--- src/design/bfr_pkg.sv ---
// Package for the burst fragment reassembly block: payload structs, status codes,
// controller states and the command/status bundles between controller and datapath.
// No dependencies.
package bfr_pkg;

    // Reorder store geometry (power of two, so slot = index low bits)
    localparam int REORDER_DEPTH = 64;
    localparam int SLOT_BITS     = $clog2(REORDER_DEPTH);
    localparam int HANDLE_BITS   = 16;

    // Result status codes
    typedef enum logic [2:0] {
        ST_MERGED = 3'd0,
        ST_PARKED = 3'd1,
        ST_STALE  = 3'd2,
        ST_DUP    = 3'd3,
        ST_WINDOW = 3'd4,
        ST_EMPTY  = 3'd5
    } status_t;

    // One fragment descriptor
    typedef struct packed {
        logic [31:0]            burst_seq;
        logic [15:0]            frag_index;
        logic [15:0]            frag_count;
        logic [15:0]            frag_len;
        logic [HANDLE_BITS-1:0] frag_handle;
    } frag_in_t;

    // One result
    typedef struct packed {
        status_t                status;
        logic [15:0]            out_index;
        logic [HANDLE_BITS-1:0] out_handle;
        logic [15:0]            out_len;
        logic [31:0]            out_burst;
        logic [15:0]            merged_so_far;
        logic [31:0]            merged_total_bytes;
        logic                   burst_complete;
        logic                   last;
        logic [31:0]            fragments_seen;
        logic [31:0]            bursts_done;
    } frag_out_t;

    // Controller states
    typedef enum logic [2:0] {
        S_IDLE,
        S_CLASSIFY,
        S_SCAN,
        S_HEAD,
        S_DRAIN_EMIT,
        S_DRAIN_RD
    } state_t;

    // Controller to datapath commands
    typedef struct packed {
        logic capture;
        logic classify;
        logic scan_step;
        logic scan_finish;
        logic head_load;
        logic drain_load;
    } ctrl_cmd_t;

    // Datapath to controller status
    typedef struct packed {
        logic is_merge;
        logic scan_stop;
        logic run_zero;
        logic drain_last;
        logic out_free;
    } dp_stat_t;

endpackage

--- src/design/bfr_ctrl.sv ---
// Controller state machine for burst fragment reassembly.
// Depends on bfr_pkg (state_t, ctrl_cmd_t, dp_stat_t).
module bfr_ctrl (
    input  logic               clk,
    input  logic               rst_n,
    input  logic               in_valid,
    output logic               in_ready,
    input  bfr_pkg::dp_stat_t  stat,
    output bfr_pkg::ctrl_cmd_t cmd
);

    bfr_pkg::state_t state_reg;
    bfr_pkg::state_t state_next;

    // State register
    always_ff @(posedge clk or negedge rst_n)
    begin
        if (!rst_n)
        begin
            state_reg <= bfr_pkg::S_IDLE;
        end
        else
        begin
            state_reg <= state_next;
        end
    end

    // Next state
    always_comb
    begin
        state_next = state_reg;
        case (state_reg)
            bfr_pkg::S_IDLE:
            begin
                if (in_valid)
                begin
                    state_next = bfr_pkg::S_CLASSIFY;
                end
            end
            bfr_pkg::S_CLASSIFY:
            begin
                if (stat.is_merge)
                begin
                    state_next = bfr_pkg::S_SCAN;
                end
                else if (stat.out_free)
                begin
                    state_next = bfr_pkg::S_IDLE;
                end
            end
            bfr_pkg::S_SCAN:
            begin
                if (stat.scan_stop)
                begin
                    state_next = bfr_pkg::S_HEAD;
                end
            end
            bfr_pkg::S_HEAD:
            begin
                if (stat.out_free)
                begin
                    state_next = stat.run_zero ? bfr_pkg::S_IDLE : bfr_pkg::S_DRAIN_EMIT;
                end
            end
            bfr_pkg::S_DRAIN_EMIT:
            begin
                if (stat.out_free)
                begin
                    state_next = stat.drain_last ? bfr_pkg::S_IDLE : bfr_pkg::S_DRAIN_RD;
                end
            end
            bfr_pkg::S_DRAIN_RD:
            begin
                state_next = bfr_pkg::S_DRAIN_EMIT;
            end
            default:
            begin
                state_next = bfr_pkg::S_IDLE;
            end
        endcase
    end

    // Outputs
    always_comb
    begin
        in_ready = 1'b0;
        cmd      = '0;
        case (state_reg)
            bfr_pkg::S_IDLE:
            begin
                in_ready    = 1'b1;
                cmd.capture = in_valid;
            end
            bfr_pkg::S_CLASSIFY:
            begin
                cmd.classify = stat.is_merge || stat.out_free;
            end
            bfr_pkg::S_SCAN:
            begin
                cmd.scan_step   = !stat.scan_stop;
                cmd.scan_finish = stat.scan_stop;
            end
            bfr_pkg::S_HEAD:
            begin
                cmd.head_load = stat.out_free;
            end
            bfr_pkg::S_DRAIN_EMIT:
            begin
                cmd.drain_load = stat.out_free;
            end
            bfr_pkg::S_DRAIN_RD:
            begin
                cmd = '0;
            end
            default:
            begin
                cmd = '0;
            end
        endcase
    end

`ifndef SYNTH
    // A held fragment is only emitted after the scan has fixed the run length
    a_head_after_scan: assert property (@(posedge clk) disable iff (!rst_n)
        (state_reg == bfr_pkg::S_HEAD) && !$past(state_reg == bfr_pkg::S_HEAD)
        |-> $past(cmd.scan_finish))
        else $error("head result without a finished scan");

    // A captured input always moves on to classification
    a_accept_idle: assert property (@(posedge clk) disable iff (!rst_n)
        cmd.capture |=> (state_reg == bfr_pkg::S_CLASSIFY))
        else $error("capture did not lead to classification");

    // A drain read bubble always returns to emission
    a_drain_loop: assert property (@(posedge clk) disable iff (!rst_n)
        (state_reg == bfr_pkg::S_DRAIN_RD) |=> (state_reg == bfr_pkg::S_DRAIN_EMIT))
        else $error("drain read did not return to emit");
`endif

endmodule

--- src/design/bfr_datapath.sv ---
// Datapath for burst fragment reassembly: burst state, reorder store (valid bits plus
// a slot memory), run scan counter and the output register. Depends on bfr_pkg.
module bfr_datapath (
    input  logic               clk,
    input  logic               rst_n,
    input  bfr_pkg::frag_in_t  in_data,
    output bfr_pkg::frag_out_t out_data,
    output logic               out_valid,
    input  logic               out_ready,
    input  bfr_pkg::ctrl_cmd_t cmd,
    output bfr_pkg::dp_stat_t  stat
);

    typedef struct packed {
        logic [bfr_pkg::HANDLE_BITS-1:0] handle;
        logic [15:0]                     len;
    } slot_entry_t;

    // Saturating byte accumulate
    function automatic logic [31:0] sat_add(input logic [31:0] a, input logic [15:0] b);
        logic [32:0] sum;
        sum = {1'b0, a} + {17'd0, b};
        return sum[32] ? 32'hFFFF_FFFF : sum[31:0];
    endfunction

    // Registers
    bfr_pkg::frag_in_t                    in_reg, in_next;
    logic [31:0]                          cur_reg, cur_next;
    logic [15:0]                          mc_reg, mc_next;
    logic [31:0]                          bytes_reg, bytes_next;
    logic [bfr_pkg::REORDER_DEPTH-1:0]    valid_reg, valid_next;
    logic [31:0]                          ftot_reg, ftot_next;
    logic [31:0]                          btot_reg, btot_next;
    bfr_pkg::frag_out_t                   head_reg, head_next;
    logic                                 complete_reg, complete_next;
    logic [bfr_pkg::SLOT_BITS-1:0]        scan_cnt_reg, scan_cnt_next;
    logic [bfr_pkg::SLOT_BITS-1:0]        remain_reg, remain_next;
    logic                                 out_valid_reg, out_valid_next;
    bfr_pkg::frag_out_t                   out_reg, out_next;
    slot_entry_t                          rd_reg;

    slot_entry_t slot_mem [bfr_pkg::REORDER_DEPTH];

    // Classification signals
    logic                          is_empty, is_stale, is_new, is_live;
    logic                          hit_old, hit_merge, out_win, hit_parked, do_park;
    logic                          complete_now, out_load, mem_we;
    logic [15:0]                   mc_eff, idx_gap, final_mc;
    logic [31:0]                   bytes_eff;
    logic [bfr_pkg::SLOT_BITS-1:0] in_slot, mc_slot, scan_slot;
    bfr_pkg::status_t              cls_status;
    logic [31:0]                   btot_now;

    // Classify the held fragment against the burst state
    always_comb
    begin
        is_empty   = (in_reg.frag_len == 16'd0);
        is_stale   = !is_empty && (in_reg.burst_seq < cur_reg);
        is_new     = !is_empty && (in_reg.burst_seq > cur_reg);
        is_live    = !is_empty && !is_stale;
        mc_eff     = is_new ? 16'd0 : mc_reg;
        bytes_eff  = is_new ? 32'd0 : bytes_reg;
        in_slot    = in_reg.frag_index[bfr_pkg::SLOT_BITS-1:0];
        mc_slot    = mc_reg[bfr_pkg::SLOT_BITS-1:0];
        scan_slot  = mc_slot + scan_cnt_reg;
        idx_gap    = in_reg.frag_index - mc_eff;
        hit_old    = (in_reg.frag_index < mc_eff);
        hit_merge  = (in_reg.frag_index == mc_eff);
        out_win    = (idx_gap >= 16'(bfr_pkg::REORDER_DEPTH));
        hit_parked = !is_new && valid_reg[in_slot];

        if (is_empty)
            cls_status = bfr_pkg::ST_EMPTY;
        else if (is_stale)
            cls_status = bfr_pkg::ST_STALE;
        else if (hit_old)
            cls_status = bfr_pkg::ST_DUP;
        else if (hit_merge)
            cls_status = bfr_pkg::ST_MERGED;
        else if (out_win)
            cls_status = bfr_pkg::ST_WINDOW;
        else if (hit_parked)
            cls_status = bfr_pkg::ST_DUP;
        else
            cls_status = bfr_pkg::ST_PARKED;

        do_park      = is_live && (cls_status == bfr_pkg::ST_PARKED);
        complete_now = is_live && (mc_eff == in_reg.frag_count);
        btot_now     = btot_reg + {31'd0, complete_now};
        final_mc     = mc_reg + 16'(scan_cnt_reg);
        mem_we       = cmd.classify && do_park;
        out_load     = (cmd.classify && !(is_live && hit_merge)) || cmd.head_load
                       || cmd.drain_load;
    end

    // Status to controller
    always_comb
    begin
        stat.is_merge   = is_live && hit_merge;
        stat.scan_stop  = !valid_reg[scan_slot]
                          || (scan_cnt_reg == bfr_pkg::SLOT_BITS'(bfr_pkg::REORDER_DEPTH - 1));
        stat.run_zero   = (remain_reg == '0);
        stat.drain_last = (remain_reg == bfr_pkg::SLOT_BITS'(1));
        stat.out_free   = !out_valid_reg || out_ready;
    end

    // Next values
    always_comb
    begin
        in_next        = in_reg;
        cur_next       = cur_reg;
        mc_next        = mc_reg;
        bytes_next     = bytes_reg;
        valid_next     = valid_reg;
        ftot_next      = ftot_reg;
        btot_next      = btot_reg;
        head_next      = head_reg;
        complete_next  = complete_reg;
        scan_cnt_next  = scan_cnt_reg;
        remain_next    = remain_reg;
        out_next       = out_reg;
        out_valid_next = out_valid_reg && !out_ready;

        // Capture the input transaction
        if (cmd.capture)
        begin
            in_next = in_data;
        end

        // Apply the fragment: new burst reset, park, merge or drop
        if (cmd.classify)
        begin
            if (!is_empty)
            begin
                ftot_next = ftot_reg + 32'd1;
            end
            if (is_new)
            begin
                cur_next   = in_reg.burst_seq;
                mc_next    = 16'd0;
                bytes_next = 32'd0;
                valid_next = '0;
            end
            if (do_park)
            begin
                valid_next[in_slot] = 1'b1;
            end
            if (is_live && hit_merge)
            begin
                mc_next                      = in_reg.frag_index + 16'd1;
                bytes_next                   = sat_add(bytes_eff, in_reg.frag_len);
                scan_cnt_next                = '0;
                head_next                    = '0;
                head_next.status             = bfr_pkg::ST_MERGED;
                head_next.out_index          = in_reg.frag_index;
                head_next.out_handle         = in_reg.frag_handle;
                head_next.out_len            = in_reg.frag_len;
                head_next.merged_so_far      = in_reg.frag_index + 16'd1;
                head_next.merged_total_bytes = sat_add(bytes_eff, in_reg.frag_len);
            end
            else
            begin
                btot_next                   = btot_now;
                out_next.status             = cls_status;
                out_next.out_index          = in_reg.frag_index;
                out_next.out_handle         = '0;
                out_next.out_len            = 16'd0;
                out_next.out_burst          = is_new ? in_reg.burst_seq : cur_reg;
                out_next.merged_so_far      = mc_eff;
                out_next.merged_total_bytes = bytes_eff;
                out_next.burst_complete     = complete_now;
                out_next.last               = 1'b1;
                out_next.fragments_seen     = is_empty ? ftot_reg : ftot_reg + 32'd1;
                out_next.bursts_done        = btot_now;
            end
        end

        // Count the run of parked fragments that follow in order
        if (cmd.scan_step)
        begin
            scan_cnt_next = scan_cnt_reg + bfr_pkg::SLOT_BITS'(1);
        end
        if (cmd.scan_finish)
        begin
            complete_next = (final_mc == in_reg.frag_count);
            btot_next     = btot_reg + {31'd0, (final_mc == in_reg.frag_count)};
            remain_next   = scan_cnt_reg;
        end

        // Emit the fragment that arrived in order
        if (cmd.head_load)
        begin
            out_next                = head_reg;
            out_next.out_burst      = cur_reg;
            out_next.fragments_seen = ftot_reg;
            out_next.bursts_done    = btot_reg;
            out_next.last           = stat.run_zero;
            out_next.burst_complete = complete_reg && stat.run_zero;
        end

        // Release one parked fragment from the store
        if (cmd.drain_load)
        begin
            mc_next                     = mc_reg + 16'd1;
            bytes_next                  = sat_add(bytes_reg, rd_reg.len);
            valid_next[mc_slot]         = 1'b0;
            remain_next                 = remain_reg - bfr_pkg::SLOT_BITS'(1);
            out_next.status             = bfr_pkg::ST_MERGED;
            out_next.out_index          = mc_reg;
            out_next.out_handle         = rd_reg.handle;
            out_next.out_len            = rd_reg.len;
            out_next.out_burst          = cur_reg;
            out_next.merged_so_far      = mc_reg + 16'd1;
            out_next.merged_total_bytes = sat_add(bytes_reg, rd_reg.len);
            out_next.burst_complete     = complete_reg && stat.drain_last;
            out_next.last               = stat.drain_last;
            out_next.fragments_seen     = ftot_reg;
            out_next.bursts_done        = btot_reg;
        end

        if (out_load)
        begin
            out_valid_next = 1'b1;
        end
    end

    // Control state
    always_ff @(posedge clk or negedge rst_n)
    begin
        if (!rst_n)
        begin
            cur_reg       <= '0;
            mc_reg        <= '0;
            bytes_reg     <= '0;
            valid_reg     <= '0;
            ftot_reg      <= '0;
            btot_reg      <= '0;
            complete_reg  <= 1'b0;
            scan_cnt_reg  <= '0;
            remain_reg    <= '0;
            out_valid_reg <= 1'b0;
        end
        else
        begin
            cur_reg       <= cur_next;
            mc_reg        <= mc_next;
            bytes_reg     <= bytes_next;
            valid_reg     <= valid_next;
            ftot_reg      <= ftot_next;
            btot_reg      <= btot_next;
            complete_reg  <= complete_next;
            scan_cnt_reg  <= scan_cnt_next;
            remain_reg    <= remain_next;
            out_valid_reg <= out_valid_next;
        end
    end

    // Payload registers
    always_ff @(posedge clk)
    begin
        in_reg   <= in_next;
        head_reg <= head_next;
        out_reg  <= out_next;
    end

    // Slot memory: park writes, registered read at the next expected slot
    always_ff @(posedge clk)
    begin
        if (mem_we)
        begin
            slot_mem[in_slot] <= '{handle: in_reg.frag_handle, len: in_reg.frag_len};
        end
        rd_reg <= slot_mem[mc_slot];
    end

    assign out_data  = out_reg;
    assign out_valid = out_valid_reg;

`ifndef SYNTH
    // Only parked slots are drained
    a_drain_valid: assert property (@(posedge clk) disable iff (!rst_n)
        cmd.drain_load |-> valid_reg[mc_slot])
        else $error("drain of an empty slot");

    // Each drained fragment advances the merge point by one
    a_drain_adv: assert property (@(posedge clk) disable iff (!rst_n)
        cmd.drain_load |=> (mc_reg == $past(mc_reg) + 16'd1))
        else $error("merge count did not advance on drain");

    // A waiting result is never overwritten
    a_no_overwrite: assert property (@(posedge clk) disable iff (!rst_n)
        out_load |-> (!out_valid_reg || out_ready))
        else $error("result register overwritten");

    // The scan only steps over parked slots
    a_scan_valid: assert property (@(posedge clk) disable iff (!rst_n)
        cmd.scan_step |-> valid_reg[scan_slot])
        else $error("scan stepped over an empty slot");
`endif

endmodule

--- src/design/burst_fragment_reassembly.sv ---
// Top level of burst fragment reassembly: joins the controller and the datapath.
// Depends on bfr_pkg, bfr_ctrl and bfr_datapath.
//
// Usage: fragment descriptors enter on in_valid/in_ready/in_data; results leave on
// out_valid/out_ready/out_data, one transaction per result, in merge order. Each input
// gives one result, or, when it is the next expected fragment, one result for itself
// plus one for every parked fragment that now follows in order (up to 64 in total).
// The final result of an input has last set.
// Sequence: an input that is not merged (empty, stale, duplicate, out of window,
// parked) passes through acceptance, then classification, which loads its result
// into the output register once that register is free. A merged input first scans the
// valid bits of the reorder store one slot a cycle to size the in-order run r, so that
// completion and the burst counter are known before the first result leaves; it then
// emits its own result and releases each parked fragment in turn, with a read bubble
// between releases for the registered read port of the slot memory.
// Stall: the output register holds a result until taken; the block accepts the next
// input while a result waits, and pauses only when it must load a new result.
// Reset clears the burst state, counters and valid bits at once; no clearing pass.
module burst_fragment_reassembly (
    input  logic               clk,
    input  logic               rst_n,
    input  logic               in_valid,
    output logic               in_ready,
    input  bfr_pkg::frag_in_t  in_data,
    output logic               out_valid,
    input  logic               out_ready,
    output bfr_pkg::frag_out_t out_data
);

    bfr_pkg::ctrl_cmd_t cmd;
    bfr_pkg::dp_stat_t  stat;

    // Sequencer
    bfr_ctrl u_ctrl (
        .clk      (clk),
        .rst_n    (rst_n),
        .in_valid (in_valid),
        .in_ready (in_ready),
        .stat     (stat),
        .cmd      (cmd)
    );

    // Burst state, reorder store and result register
    bfr_datapath u_datapath (
        .clk       (clk),
        .rst_n     (rst_n),
        .in_data   (in_data),
        .out_data  (out_data),
        .out_valid (out_valid),
        .out_ready (out_ready),
        .cmd       (cmd),
        .stat      (stat)
    );

endmodule
--- config.mk ---
export PLATFORM = sky130hd
export DESIGN_NAME = burst_fragment_reassembly
export DESIGN_NICKNAME = d
export VERILOG_FILES = /design/src/design/bfr_pkg.sv /design/src/design/bfr_ctrl.sv /design/src/design/bfr_datapath.sv /design/src/design/burst_fragment_reassembly.sv
export SDC_FILE = /design/constraint.sdc
export NUM_CORES = 2
export LEC_CHECK = 0
export ABC_AREA = 0
export BUFFER_PORTS_ARGS = -buffer_cell sky130_fd_sc_hd__buf_2
export CAP_MARGIN = 20
export CORE_ASPECT_RATIO = 1.2
export CORE_UTILIZATION = 35
export DETAILED_ROUTE_END_ITERATION = 10
export GPL_ROUTABILITY_DRIVEN = 0
export HOLD_SLACK_MARGIN = 0.05
export MAX_ROUTING_LAYER = met4
export SKIP_LAST_GASP = 1
export SYNTH_ARGS = -nofsm -noshare
export SYNTH_HDL_FRONTEND = slang
export SYNTH_SLANG_ARGS = --single-unit
--- constraint.sdc ---
create_clock -name clk -period 11.05 [get_ports clk]
set_input_delay 2.21 -clock clk [delete_from_list [all_inputs] [get_ports clk]]
set_output_delay 2.21 -clock clk [all_outputs]
set_load 0.05 [all_outputs]
==> results by group <==
Layout
  – Non-Filler Instances: approximately 12000
  – Util after Layout: 0.402
  – Top reg by flops: u_datapath.slot_mem
  – Largest register FFs: 2048
  – Final nets: 7456
  – Layout cell share with drive strength beyond 1: 0.153
  – Final instance area: between 100000 and 150000 um^2
  – Area growth, synth to finish: 14.3%
  – Most frequent cells in the layout: 2434 x edfxtp_1, 749 x a22oi_1, 310 x nand2_1
  – Commonest non-fill, non-tap cell in the layout: edfxtp_1

Placement
  – Port bufs: 298
  – Placement Setup Slack: 2.72 ns
  – HPWL after detailed placement: 222000 um
  – Placed instance area: roughly 110000 um^2
  – Inst Count DP: roughly 11000

Setup path
  – Critical Path, Cell by Cell: ha_1 > nand4_1 > nor4_2 > nand2_1 > and3_1 > nor2_4 > buf_4 > nand2_1 > ha_1 > and3_1 > a22o_1 > a221o_1 > a31oi_1 > xor2_1 > nand4_1 > nor2_2 > nand3_2 > buf_4 > nor3_2 > buf_4
  – Max stage delay on crit path: 0.86 ns
  – Slowest cell on crit path: nor3_2
  – CP max FO: 39
  – Crit path required time: about 12 ns
  – Crit start category: flip-flop
  – Top delay family on crit path: simple AND/OR/NAND/NOR gates
  – Critical Path End Type: flip-flop
  – Arr. time, crit path: 9.10 ns
  – Worst Path Buf+Inv: 3
  – CP Class: reg -> reg
  – Most used cell, CP: buf_4

Route
  – # DRC: 0
  – Post-Route WL: 363000 um
  – Number of routed nets with antenna violations: 0
  – Drt via density: 5.97
  – Via Count: 68900
  – Number of DRC markers in iteration 0: 9827
  – Pre-antenna DRT Iters: 6
  – Mean routed wirelength per cell: 31.5 um

Synthesis
  – #FFs+latches synth: 2694
  – Mapped Avg Cell Area: 15.4 um^2
  – Area contributors post-synth: edfxtp_1 68%, dfrtp_1 5.3%, a22oi_1 5.3%, a22o_1 1.4%, clkbuf_1 1.2%
  – Syn. warnings: 0
  – Main flop type after synthesis: edfxtp_1
  – Post-synth EDFFs: 2434
  – Synth area leader: edfxtp_1
  – FFs w/ async S/R, synth: 0.0835
  – Area share of the largest cell type after synthesis: 0.683
  – Synth unique cells: 100
  – Synthesized Nets: roughly 7100
  – Sequential share of the synthesized area: 0.742
  – Mapped Area: between 100000 and 150000 um^2
  – Syn Inst Count: 6946

Power
  – Worst VDD drop: 0.149 mV
  – Pleak: 40.0 nW
  – Pwr Total: 24.4 mW
  – P per Cell Area: roughly 200 nW/um^2

STA
  – Crit share post-route: 0.769
  – # setup viols final: 0
  – Skew final: approximately 0.086 ns
  – RSZ-0062 raised after global routing: no
  – Setup Total Neg Slack: 0 ns
  – Min Hold Slack: about 0.47 ns
  – Final hold violations: 0
  – Tmin final: around 8.5 ns
  – Max-slew violations: 0
  – Peak Freq: between 100 and 150 MHz
  – Worst-Margin Slew: 1.27 ns
  – Slew margin rel.: 0.149
  – Final worst slack: 2.55 ns

Floorplan
  – Cell row count: 222
  – Starting Density: 0.352
  – IO Pins: 299
  – Core footprint: 304000 um^2
  – Die Y: 608 um
  – Die area: 308000 um^2
  – Die extent in x: a little over 500 um

Outcome
  – Outcome: completed

Global route
  – GRT Total Usage: 0.234
  – Initial antenna violation count: 27
  – Largest net degree at the start of global routing: 136
  – Gr ovfl total: 0
  – First-pass GRT wire length: 505000 um
  – Vias in the first global route: 65100

Job
  – Max_cap viols: 0

Clock tree
  – TritonCTS Buffers: 248
  – CTS tree: done
  – Clk Latency, worst-skew pair: 0.97 ns
  – Clock sink total: ~2700
  – Clock-pin slew on the worst setup and hold paths: roughly 0.070 ns
  – Resized cells post-CTS: 0
  – Setup Buffers After CTS: 0
  – H-tree level count: 4
  – Max Root-Sink Buffers: 4
  – Hold Buf Count CTS: 0
  – Root Driver: clkbuf_16

Hold path
  – HP Class: reg -> reg
## worst min-delay path: cells and delay by family, from the launching register on
kind	cells	cell delay [ns]
DFF	1	0.31
and+or+nand+nor	1	0.06
AOI/OAI and AO/OA	1	0.06
## layout make-up
type / count / area [um^2]
fillers: 27700 / 182000
flip-flops and latches: 2694 / 79400
multi-input cells: 3687 / 25900
clock buffers: 285 / 6450
well taps: 4032 / 5040
repair buffers: 538 / 3470
clock inverters: 169 / 1690
inverters: 88 / 333
diodes: 31 / 77.6
## path summary, 6_finish.rpt
kind / startpoint / end / slack (ns) / cells after the start
hold reg to reg: u_datapath.out_data[195]$_SDFFE_PP0P_ / u_datapath.out_data[195]$_SDFFE_PP0P_ / 0.47 / 2
min in group asynchronous: rst_n / u_datapath.cur_reg[5]$_DFFE_PN0P_ / 1.28 / 1
max in group asynchronous: rst_n / u_datapath.bytes_reg[20]$_DFFE_PN0P_ / 8.34 / 2
hold / removal: u_datapath.out_data[195]$_SDFFE_PP0P_ / u_datapath.out_data[195]$_SDFFE_PP0P_ / 0.47 / 2
setup reg to reg: u_datapath.in_reg[94]$_DFFE_PP_ / u_datapath.slot_mem[21][12]$_DFFE_PP_ / 2.55 / 20
setup / recovery: u_datapath.in_reg[94]$_DFFE_PP_ / u_datapath.slot_mem[21][12]$_DFFE_PP_ / 2.55 / 20
## cells by family after synthesis
| group | after synthesis | share of synthesized area |
|---|---|---|
| flops | 2694 | 0.742 |
| simple gates | 1224 | 0.0565 |
| xor+xnor | 208 | 0.0170 |
| buf+inv | 565 | 0.0209 |
| compound gates | 2050 | 0.139 |
| fa+ha+maj | 99 | 0.0118 |
| mux | 106 | 0.0132 |
## per-layer routing
metal	track usage	wire length, um	vias to the layer above
met3	0.0388	33100	835
met1	0.286	134000	35100
met5	-	0	-
met2	0.364	169000	4261
li1	-	-	28700
met4	0.146	26400	0
## power breakdown
part / total, mW / switching (mW) / internal [mW]
Sequential: 11.9 / 0.326 / 11.6
Clock: 8.74 / 3.84 / 4.90
Combinational: 3.69 / 2.71 / 0.988
## synth_stat cells, types with 39 or more instances
| library cell | number |
|---|---|
| a31oi_1 | 196 |
| ha_1 | 96 |
| edfxtp_1 | 2434 |
| nand3_1 | 165 |
| xnor2_1 | 130 |
| nor2_1 | 256 |
| nand2_1 | 311 |
| inv_1 | 87 |
| a22o_1 | 177 |
| a21oi_1 | 198 |
| xor2_1 | 78 |
| mux2_2 | 42 |
| o211ai_1 | 57 |
| a41oi_1 | 57 |
| nand4_1 | 121 |
| a221oi_1 | 148 |
| nor3_1 | 107 |
| o21ai_0 | 202 |
| buf_1 | 76 |
| and3_1 | 70 |
| dfrtp_1 | 225 |
| mux2i_1 | 39 |
| nor4_1 | 53 |
| clkbuf_1 | 355 |
| a22oi_1 | 749 |
Note: power is estimated with default switching activity, not from simulation.
